$ cat config.mk
export PLATFORM = sky130hd
export DESIGN_NAME = token_bucket_elapsed_refill_core
export DESIGN_NICKNAME = d
export VERILOG_FILES = /design/src/hdl/tber_pkg.sv /design/src/hdl/token_bucket_elapsed_refill_core.sv /design/src/hdl/tber_datapath.sv /design/src/hdl/tber_ctrl.sv
export SDC_FILE = /design/constraint.sdc
export NUM_CORES = 1
export LEC_CHECK = 0
export ABC_AREA = 1
export BUFFER_PORTS_ARGS = -buffer_cell sky130_fd_sc_hd__buf_2
export CELL_PAD_IN_SITES_DETAIL_PLACEMENT = 1
export CELL_PAD_IN_SITES_GLOBAL_PLACEMENT = 1
export CORE_MARGIN = 2
export CORE_UTILIZATION = 42
export DETAILED_ROUTE_END_ITERATION = 7
export PLACE_DENSITY_LB_ADDON = 0.1
export REMOVE_ABC_BUFFERS = 1
export SLEW_MARGIN = 20
export SYNTH_ARGS = -nofsm -noshare
export SYNTH_HDL_FRONTEND = slang
export SYNTH_SLANG_ARGS = --single-unit
$ cat constraint.sdc
create_clock -name clk -period 4.3 [get_ports clk]
set_clock_uncertainty 0.2 [all_clocks]
set_input_delay 0.215 -clock clk [delete_from_list [all_inputs] [get_ports clk]]
set_output_delay 0.215 -clock clk [all_outputs]
set_load 0.05 [all_outputs]
$ cat src/hdl/tber_pkg.sv
// Shared types and constants for the token bucket rate limiter.
package tber_pkg;

    localparam int CAP_W      = 20;
    localparam int INTERVAL_W = 30;
    localparam int CFG_DATA_W = 30;
    localparam int CFG_IDX_W  = 1;
    localparam int TOKENS_W   = 20;

    localparam logic [CFG_IDX_W-1:0] REG_CAPACITY = 1'b0;
    localparam logic [CFG_IDX_W-1:0] REG_INTERVAL = 1'b1;

    localparam logic [CAP_W-1:0]      CAP_RESET      = 20'd100;
    localparam logic [INTERVAL_W-1:0] INTERVAL_RESET = 30'd10000000;

    typedef struct packed {
        logic load;    // capture timestamp, start divide
        logic step;    // one restoring divide step
        logic refill;  // add tokens, move reference time
        logic decide;  // grant/deny, load result register
    } cmd_t;

    typedef struct packed {
        logic div_last;
    } stat_t;

endpackage

$ cat src/hdl/token_bucket_elapsed_refill_core.sv
// Token bucket rate limiter with elapsed-time refill: top level.
// Each request carries a timestamp from a wrapping TIME_WIDTH-bit counter. The
// elapsed time since the stored reference is divided by refill_interval with a
// one-bit-per-cycle restoring divider; the quotient refills the bucket up to
// bucket_capacity, the reference moves to now minus the remainder, and one token
// is taken if any is left. After the request is accepted, the divider runs
// TIME_WIDTH divide steps, then the refill and decide states follow; the
// decide state waits while a held result is stalled in the output register.
// One request is in flight at a time, so a new request is accepted only
// in idle. A new request is taken while the previous result still waits in
// the output register. Write configuration only while the block is idle.
module token_bucket_elapsed_refill_core #(
    parameter int TIME_WIDTH  = 48,
    parameter int COUNT_WIDTH = 20
) (
    input  logic                            clk,
    input  logic                            rst_n,
    input  logic                            wr_en,
    input  logic [tber_pkg::CFG_IDX_W-1:0]  wr_index,
    input  logic [tber_pkg::CFG_DATA_W-1:0] wr_data,
    input  logic                            in_valid,
    output logic                            in_stall,
    input  logic [TIME_WIDTH-1:0]           request_time,
    output logic                            out_valid,
    input  logic                            out_stall,
    output logic                            granted,
    output logic [tber_pkg::TOKENS_W-1:0]   tokens_left
);
    import tber_pkg::*;

    cmd_t  cmd;
    stat_t stat;

    tber_ctrl u_ctrl (
        .clk       (clk),
        .rst_n     (rst_n),
        .in_valid  (in_valid),
        .in_stall  (in_stall),
        .out_valid (out_valid),
        .out_stall (out_stall),
        .stat      (stat),
        .cmd       (cmd)
    );

    tber_datapath #(
        .TIME_WIDTH  (TIME_WIDTH),
        .COUNT_WIDTH (COUNT_WIDTH)
    ) u_datapath (
        .clk          (clk),
        .rst_n        (rst_n),
        .wr_en        (wr_en),
        .wr_index     (wr_index),
        .wr_data      (wr_data),
        .request_time (request_time),
        .cmd          (cmd),
        .stat         (stat),
        .granted      (granted),
        .tokens_left  (tokens_left)
    );

endmodule

$ cat src/hdl/tber_datapath.sv
// Datapath: config registers, bucket state, bit-serial divider and result register.
module tber_datapath #(
    parameter int TIME_WIDTH  = 48,
    parameter int COUNT_WIDTH = 20
) (
    input  logic                            clk,
    input  logic                            rst_n,
    input  logic                            wr_en,
    input  logic [tber_pkg::CFG_IDX_W-1:0]  wr_index,
    input  logic [tber_pkg::CFG_DATA_W-1:0] wr_data,
    input  logic [TIME_WIDTH-1:0]           request_time,
    input  tber_pkg::cmd_t                  cmd,
    output tber_pkg::stat_t                 stat,
    output logic                            granted,
    output logic [tber_pkg::TOKENS_W-1:0]   tokens_left
);
    import tber_pkg::*;

    localparam int CNT_W = $clog2(TIME_WIDTH);
    localparam logic [TIME_WIDTH-1:0] COUNT_MAX = TIME_WIDTH'({COUNT_WIDTH{1'b1}});

    logic [CAP_W-1:0]        cap_reg;
    logic [INTERVAL_W-1:0]   interval_reg;
    logic [COUNT_WIDTH-1:0]  token_reg, token_next;
    logic [TIME_WIDTH-1:0]   ref_reg;
    logic [TIME_WIDTH-1:0]   now_reg;
    logic [TIME_WIDTH-1:0]   quo_reg;
    logic [INTERVAL_W-1:0]   rem_reg, rem_next;
    logic [INTERVAL_W-1:0]   div_reg;
    logic [CNT_W-1:0]        cnt_reg;
    logic                    granted_reg;
    logic [TOKENS_W-1:0]     tokens_left_reg;

    logic [INTERVAL_W:0]     rem_shift;
    logic [INTERVAL_W+1:0]   rem_diff;
    logic                    qbit;
    logic [TIME_WIDTH-1:0]   cap_ext, cap_eff, tok_ext, refill_tokens;
    logic                    grant;

    // restoring divide step
    always_comb
    begin
        rem_shift = {rem_reg, quo_reg[TIME_WIDTH-1]};
        rem_diff  = {1'b0, rem_shift} - {2'b00, div_reg};
        qbit      = !rem_diff[INTERVAL_W+1];
        rem_next  = qbit ? rem_diff[INTERVAL_W-1:0] : rem_shift[INTERVAL_W-1:0];
    end

    // saturating refill
    always_comb
    begin
        cap_ext = TIME_WIDTH'(cap_reg);
        cap_eff = (cap_ext > COUNT_MAX) ? COUNT_MAX : cap_ext;
        tok_ext = TIME_WIDTH'(token_reg);
        if (tok_ext >= cap_eff || quo_reg >= cap_eff - tok_ext)
        begin
            refill_tokens = cap_eff;
        end
        else
        begin
            refill_tokens = tok_ext + quo_reg;
        end
    end

    assign grant      = (token_reg != '0);
    assign token_next = grant ? token_reg - COUNT_WIDTH'(1) : token_reg;

    always_ff @(posedge clk or negedge rst_n)
    begin
        if (!rst_n)
        begin
            cap_reg      <= CAP_RESET;
            interval_reg <= INTERVAL_RESET;
            token_reg    <= '0;
            ref_reg      <= '0;
        end
        else
        begin
            if (wr_en)
            begin
                case (wr_index)
                    REG_CAPACITY: cap_reg      <= wr_data[CAP_W-1:0];
                    REG_INTERVAL: interval_reg <= wr_data[INTERVAL_W-1:0];
                    default: ;
                endcase
            end
            if (cmd.refill)
            begin
                token_reg <= COUNT_WIDTH'(refill_tokens);
                ref_reg   <= now_reg - TIME_WIDTH'(rem_reg);
            end
            else if (cmd.decide)
            begin
                token_reg <= token_next;
            end
        end
    end

    always_ff @(posedge clk)
    begin
        if (cmd.load)
        begin
            now_reg <= request_time;
            quo_reg <= request_time - ref_reg;
            rem_reg <= '0;
            div_reg <= (interval_reg == '0) ? INTERVAL_W'(1) : interval_reg;
            cnt_reg <= CNT_W'(TIME_WIDTH - 1);
        end
        else if (cmd.step)
        begin
            quo_reg <= {quo_reg[TIME_WIDTH-2:0], qbit};
            rem_reg <= rem_next;
            cnt_reg <= cnt_reg - CNT_W'(1);
        end
        if (cmd.decide)
        begin
            granted_reg     <= grant;
            tokens_left_reg <= TOKENS_W'(token_next);
        end
    end

    assign stat.div_last = (cnt_reg == '0);
    assign granted       = granted_reg;
    assign tokens_left   = tokens_left_reg;

endmodule

$ cat src/hdl/tber_ctrl.sv
// Controller: sequences load, divide, refill and decide for one request.
module tber_ctrl (
    input  logic            clk,
    input  logic            rst_n,
    input  logic            in_valid,
    output logic            in_stall,
    output logic            out_valid,
    input  logic            out_stall,
    input  tber_pkg::stat_t stat,
    output tber_pkg::cmd_t  cmd
);
    import tber_pkg::*;

    typedef enum logic [1:0] {
        IDLE,
        DIVIDE,
        REFILL,
        DECIDE
    } state_t;

    state_t state_reg;
    logic   out_valid_reg;
    logic   out_free;

    assign out_free = !out_valid_reg || !out_stall;
    assign in_stall = (state_reg != IDLE);

    always_comb
    begin
        cmd        = '0;
        cmd.load   = (state_reg == IDLE) && in_valid;
        cmd.step   = (state_reg == DIVIDE);
        cmd.refill = (state_reg == REFILL);
        cmd.decide = (state_reg == DECIDE) && out_free;
    end

    always_ff @(posedge clk or negedge rst_n)
    begin
        if (!rst_n)
        begin
            state_reg     <= IDLE;
            out_valid_reg <= 1'b0;
        end
        else
        begin
            if (out_valid_reg && !out_stall)
            begin
                out_valid_reg <= 1'b0;
            end
            case (state_reg)
                IDLE:
                begin
                    if (in_valid)
                    begin
                        state_reg <= DIVIDE;
                    end
                end
                DIVIDE:
                begin
                    if (stat.div_last)
                    begin
                        state_reg <= REFILL;
                    end
                end
                REFILL:
                begin
                    state_reg <= DECIDE;
                end
                DECIDE:
                begin
                    if (out_free)
                    begin
                        out_valid_reg <= 1'b1;
                        state_reg     <= IDLE;
                    end
                end
                default:
                begin
                    state_reg <= IDLE;
                end
            endcase
        end
    end

    assign out_valid = out_valid_reg;

endmodule
==> key figures <==
Run status
  – Outcome: finished with violations
  – Failing checks: setup timing

Worst setup path
  – CP delay by family, top: simple AND/OR/NAND/NOR gates
  – Buf/Inv on CP: 5
  – Crit-path most repeated cell: nand2_1
  – Worst Setup Start Kind: flop
  – Worst Reg2Reg Path Length in Cells: 30
  – CP max stage cell: dfrtp_1
  – Crit path DAT: 4.79 ns
  – Worst reg2reg startpoint: u_datapath.cap_reg[0]$_DFFE_PN0P_
  – Maximum fanout along the worst path: 6
  – Worst R2R End: u_datapath.token_reg[19]$_DFFE_PN0P_
  – R2r setup slk: -0.23 ns
  – Crit path depth: 30
  – Slowest stage delay, CP: 0.41 ns
  – Crit path capture type: flop
  – WS Path Type: reg2reg
  – Critical Path RT: 4.56 ns

Synthesis
  – Synth Cell Area: 23400 sq um
  – Synth top area share: 0.188
  – Yosys warns: 0
  – Synth area leaders: edfxtp_1 19%, nand2_1 13%, dfrtp_1 12%, ha_1 11%, inv_1 7.5%
  – Average size of a mapped cell: 7.19 sq um
  – Register area share after synthesis: 0.349
  – Post-synth top area cell: edfxtp_1
  – Post-Syn Instances: 3261
  – Post-synth cell types: 57
  – Synth Flop Type: edfxtp_1
  – #FFs+latches synth: 304
  – Post-synth EDFFs: 147
  – Post-synth ARST share: 0.398

Floorplan
  – Core area: 55100 sq um
  – # rows: 86
  – Die area: 57700 sq um
  – Die X-Extent: 240 um
  – Initial Util: 0.425
  – IO Pins: 107
  – Die extent in y: 240 um

Flow run
  – Max Cap Violations: 0

Detailed routing
  – Starting DRT DRC Count: 1591
  – DR WL/cell: 22.2 um
  – Post-DRT Antenna Nets: 0
  – Post-Route WL: 94800 um
  – Vias/cell: 5.52
  – Vias: 23600
  – Drt pass-1 iters: 5
  – Residual DRC: 0

Finish
  – Fill count: 6932
  – Layout cell share with drive strength beyond 1: 0.122
  – Final instance area: 28200 sq um
  – Area of the multi-input gates: 13900 sq um
  – Layout area overhead: 20.4%
  – Sequential cell area: 8180 sq um
  – Final Net Count: 3790

Global routing
  – Largest net degree at the start of global routing: 68
  – Gr usage total: 0.327
  – Number of antenna violations at the first check in global routing: 3
  – GRT overflow: 0
  – Global-route wire length before repair: 144000 um
  – Vias in the first global route: 25000

Placed design
  – GPL Wtd Cong: 0.956
  – Port buffer count: 106
  – Hpwl dp: 73400 um
  – Cell Area, Placed: 25100 sq um

STA
  – PnR worst setup slack: -0.232 ns
  – Hold Violations, Final: 0
  – Crit share post-route: 1.05
  – Setup repair after global routing missed its margin: true
  – Slew Limit Fails: 0
  – Worst-margin pin slew: 0.971 ns
  – Fmax: 221 MHz
  – Setup violations, final: 20
  – Hold WS: 0.0304 ns
  – Slew HR: 0.351
  – Tmin final: 4.53 ns

CTS
  – H-tree Lvls: 2
  – Worst-path clk slew: 0.07 ns
  – Clock Sink Count: 304
  – Worst skew pair latency: 0.58 ns
  – CTS buffer count: 38
  – CTS tree: yes
  – CTS max path bufs: 3
  – Clock root buffer: clkbuf_16

Pwr
  – Total power: 24.4 mW
  – Pwr per Cell Area: 863 nW/um^2
  – P_leak: 13.0 nW
  – VDD IR max: 0.000439 V

Hold path
  – Hold crit path type: in2async
==> layout by cell type, fill, tap and decap left out, types with 8 or more instances in the layout <==
master,count
o21ai_0,226
a21oi_2,11
dfrtp_1,110
clkbuf_16,42
a31oi_1,13
buf_4,76
xnor2_1,41
ha_1,174
o21a_1,9
edfxtp_1,147
or2_2,11
a21o_1,23
dfxtp_1,36
nand3_1,192
o21ai_1,11
o22ai_1,11
inv_1,465
o211ai_2,12
dfstp_2,11
dlygate4sd3_1,81
a21oi_1,230
nand2_2,24
nand3b_1,12
nor2_1,338
nor2_2,8
xor2_1,63
nor3_1,39
a21boi_0,8
o21bai_1,21
nand2_1,756
ha_4,27
nand4_1,48
nand3_2,18
nor4_1,13
buf_2,105
nor2_4,8
clkinv_2,8
nand2_4,15
==> Yosys cell counts, drive strengths merged (3+ instances only) <==
| cell type | number |
|---|---|
| ha | 202 |
| a21boi | 10 |
| nand3 | 211 |
| nand2 | 795 |
| a21oi | 241 |
| o21a | 9 |
| o21bai | 21 |
| xnor2 | 41 |
| buf | 16 |
| nor4 | 13 |
| o22ai | 11 |
| o211ai | 18 |
| nor2 | 354 |
| nand3b | 12 |
| dfxtp | 36 |
| edfxtp | 147 |
| fa | 5 |
| inv | 471 |
| clkbuf | 63 |
| nor3 | 41 |
| dfstp | 11 |
| a21o | 24 |
| and2 | 3 |
| nand4 | 48 |
| o21ai | 243 |
| or2 | 13 |
| mux2 | 6 |
| dfrtp | 110 |
| a31oi | 14 |
| xor2 | 63 |
==> area by class of cell <==
type,instances,share of cell area
antenna,2,0.000177
clock buffer,47,0.0364
clock inverter,21,0.00821
inverter,472,0.0629
multi-input combinational,2406,0.492
sequential,304,0.290
tap,748,0.0332
timing repair buffer,277,0.0773
==> how the worst max path moves through the flow <==
stage,end,from,slack [ns]
after CTS,u_datapath.token_reg[14]$_DFFE_PN0P_,u_datapath.cap_reg[0]$_DFFE_PN0P_,-0.02
final,u_datapath.token_reg[19]$_DFFE_PN0P_,u_datapath.cap_reg[0]$_DFFE_PN0P_,-0.23
after floorplan,u_datapath.quo_reg[0]$_DFFE_PP_,u_ctrl.state_reg[0]$_DFFE_PN0P_,-1.65
after global routing,u_datapath.token_reg[10]$_DFFE_PN0P_,u_datapath.cap_reg[0]$_DFFE_PN0P_,-0.39
after detailed placement,u_datapath.token_reg[8]$_DFFE_PN0P_,u_datapath.cap_reg[0]$_DFFE_PN0P_,-0.33
after global placement,u_datapath.token_reg[0]$_DFFE_PN0P_,u_datapath.cap_reg[0]$_DFFE_PN0P_,-0.1
==> cell families after synthesis <==
logic type / count (synthesis) / share of synthesized area
adder cells (fa/ha/maj): 207 / 0.112
buffers and inverters: 551 / 0.0901
flip-flops: 304 / 0.349
XOR/XNOR: 104 / 0.0389
AND/OR/NAND/NOR: 1490 / 0.264
multiplexers: 6 / 0.00288
AO/OA/AOI/OAI: 599 / 0.143
==> timing repair <==
item | in CTS | in global routing
setup buffers | 9 | 6
gates resized for setup | 75 | 80
pin swaps | 7 | 45
hold endpoints to repair | 140 | 0
setup endpoints to repair | 20 | 20
gates cloned | 4 | 2
hold buffers | 81 | 0
==> power by group <==
group          internal, mW  switching, mW
sequential             4.32          0.867
combinational          5.42           10.4
clock                  1.95           1.41
==> per-stage QoR <==
stage | utilization | cells | setup TNS [ns] | worst slack, ns
global placement | 0.456 | 4107 | -1.29 | -0.0968
global route | 0.512 | 4277 | -7.20 | -0.394
floorplan | - | 3182 | -112.34 | -1.65
detailed placement | 0.456 | 4107 | -5.39 | -0.333
CTS | 0.504 | 4269 | -0.203 | -0.0243
finish | 0.512 | 4277 | -3.84 | -0.232
==> per-layer routing <==
layer,vias to the layer above,global-route usage,wire length [um]
met1,11600,0.425,41800
met3,172,0.0402,4410
met2,599,0.563,45100
met5,-,0,0
met4,0,0.108,3530
li1,11200,-,-
Power figures use the tool's default switching activity.
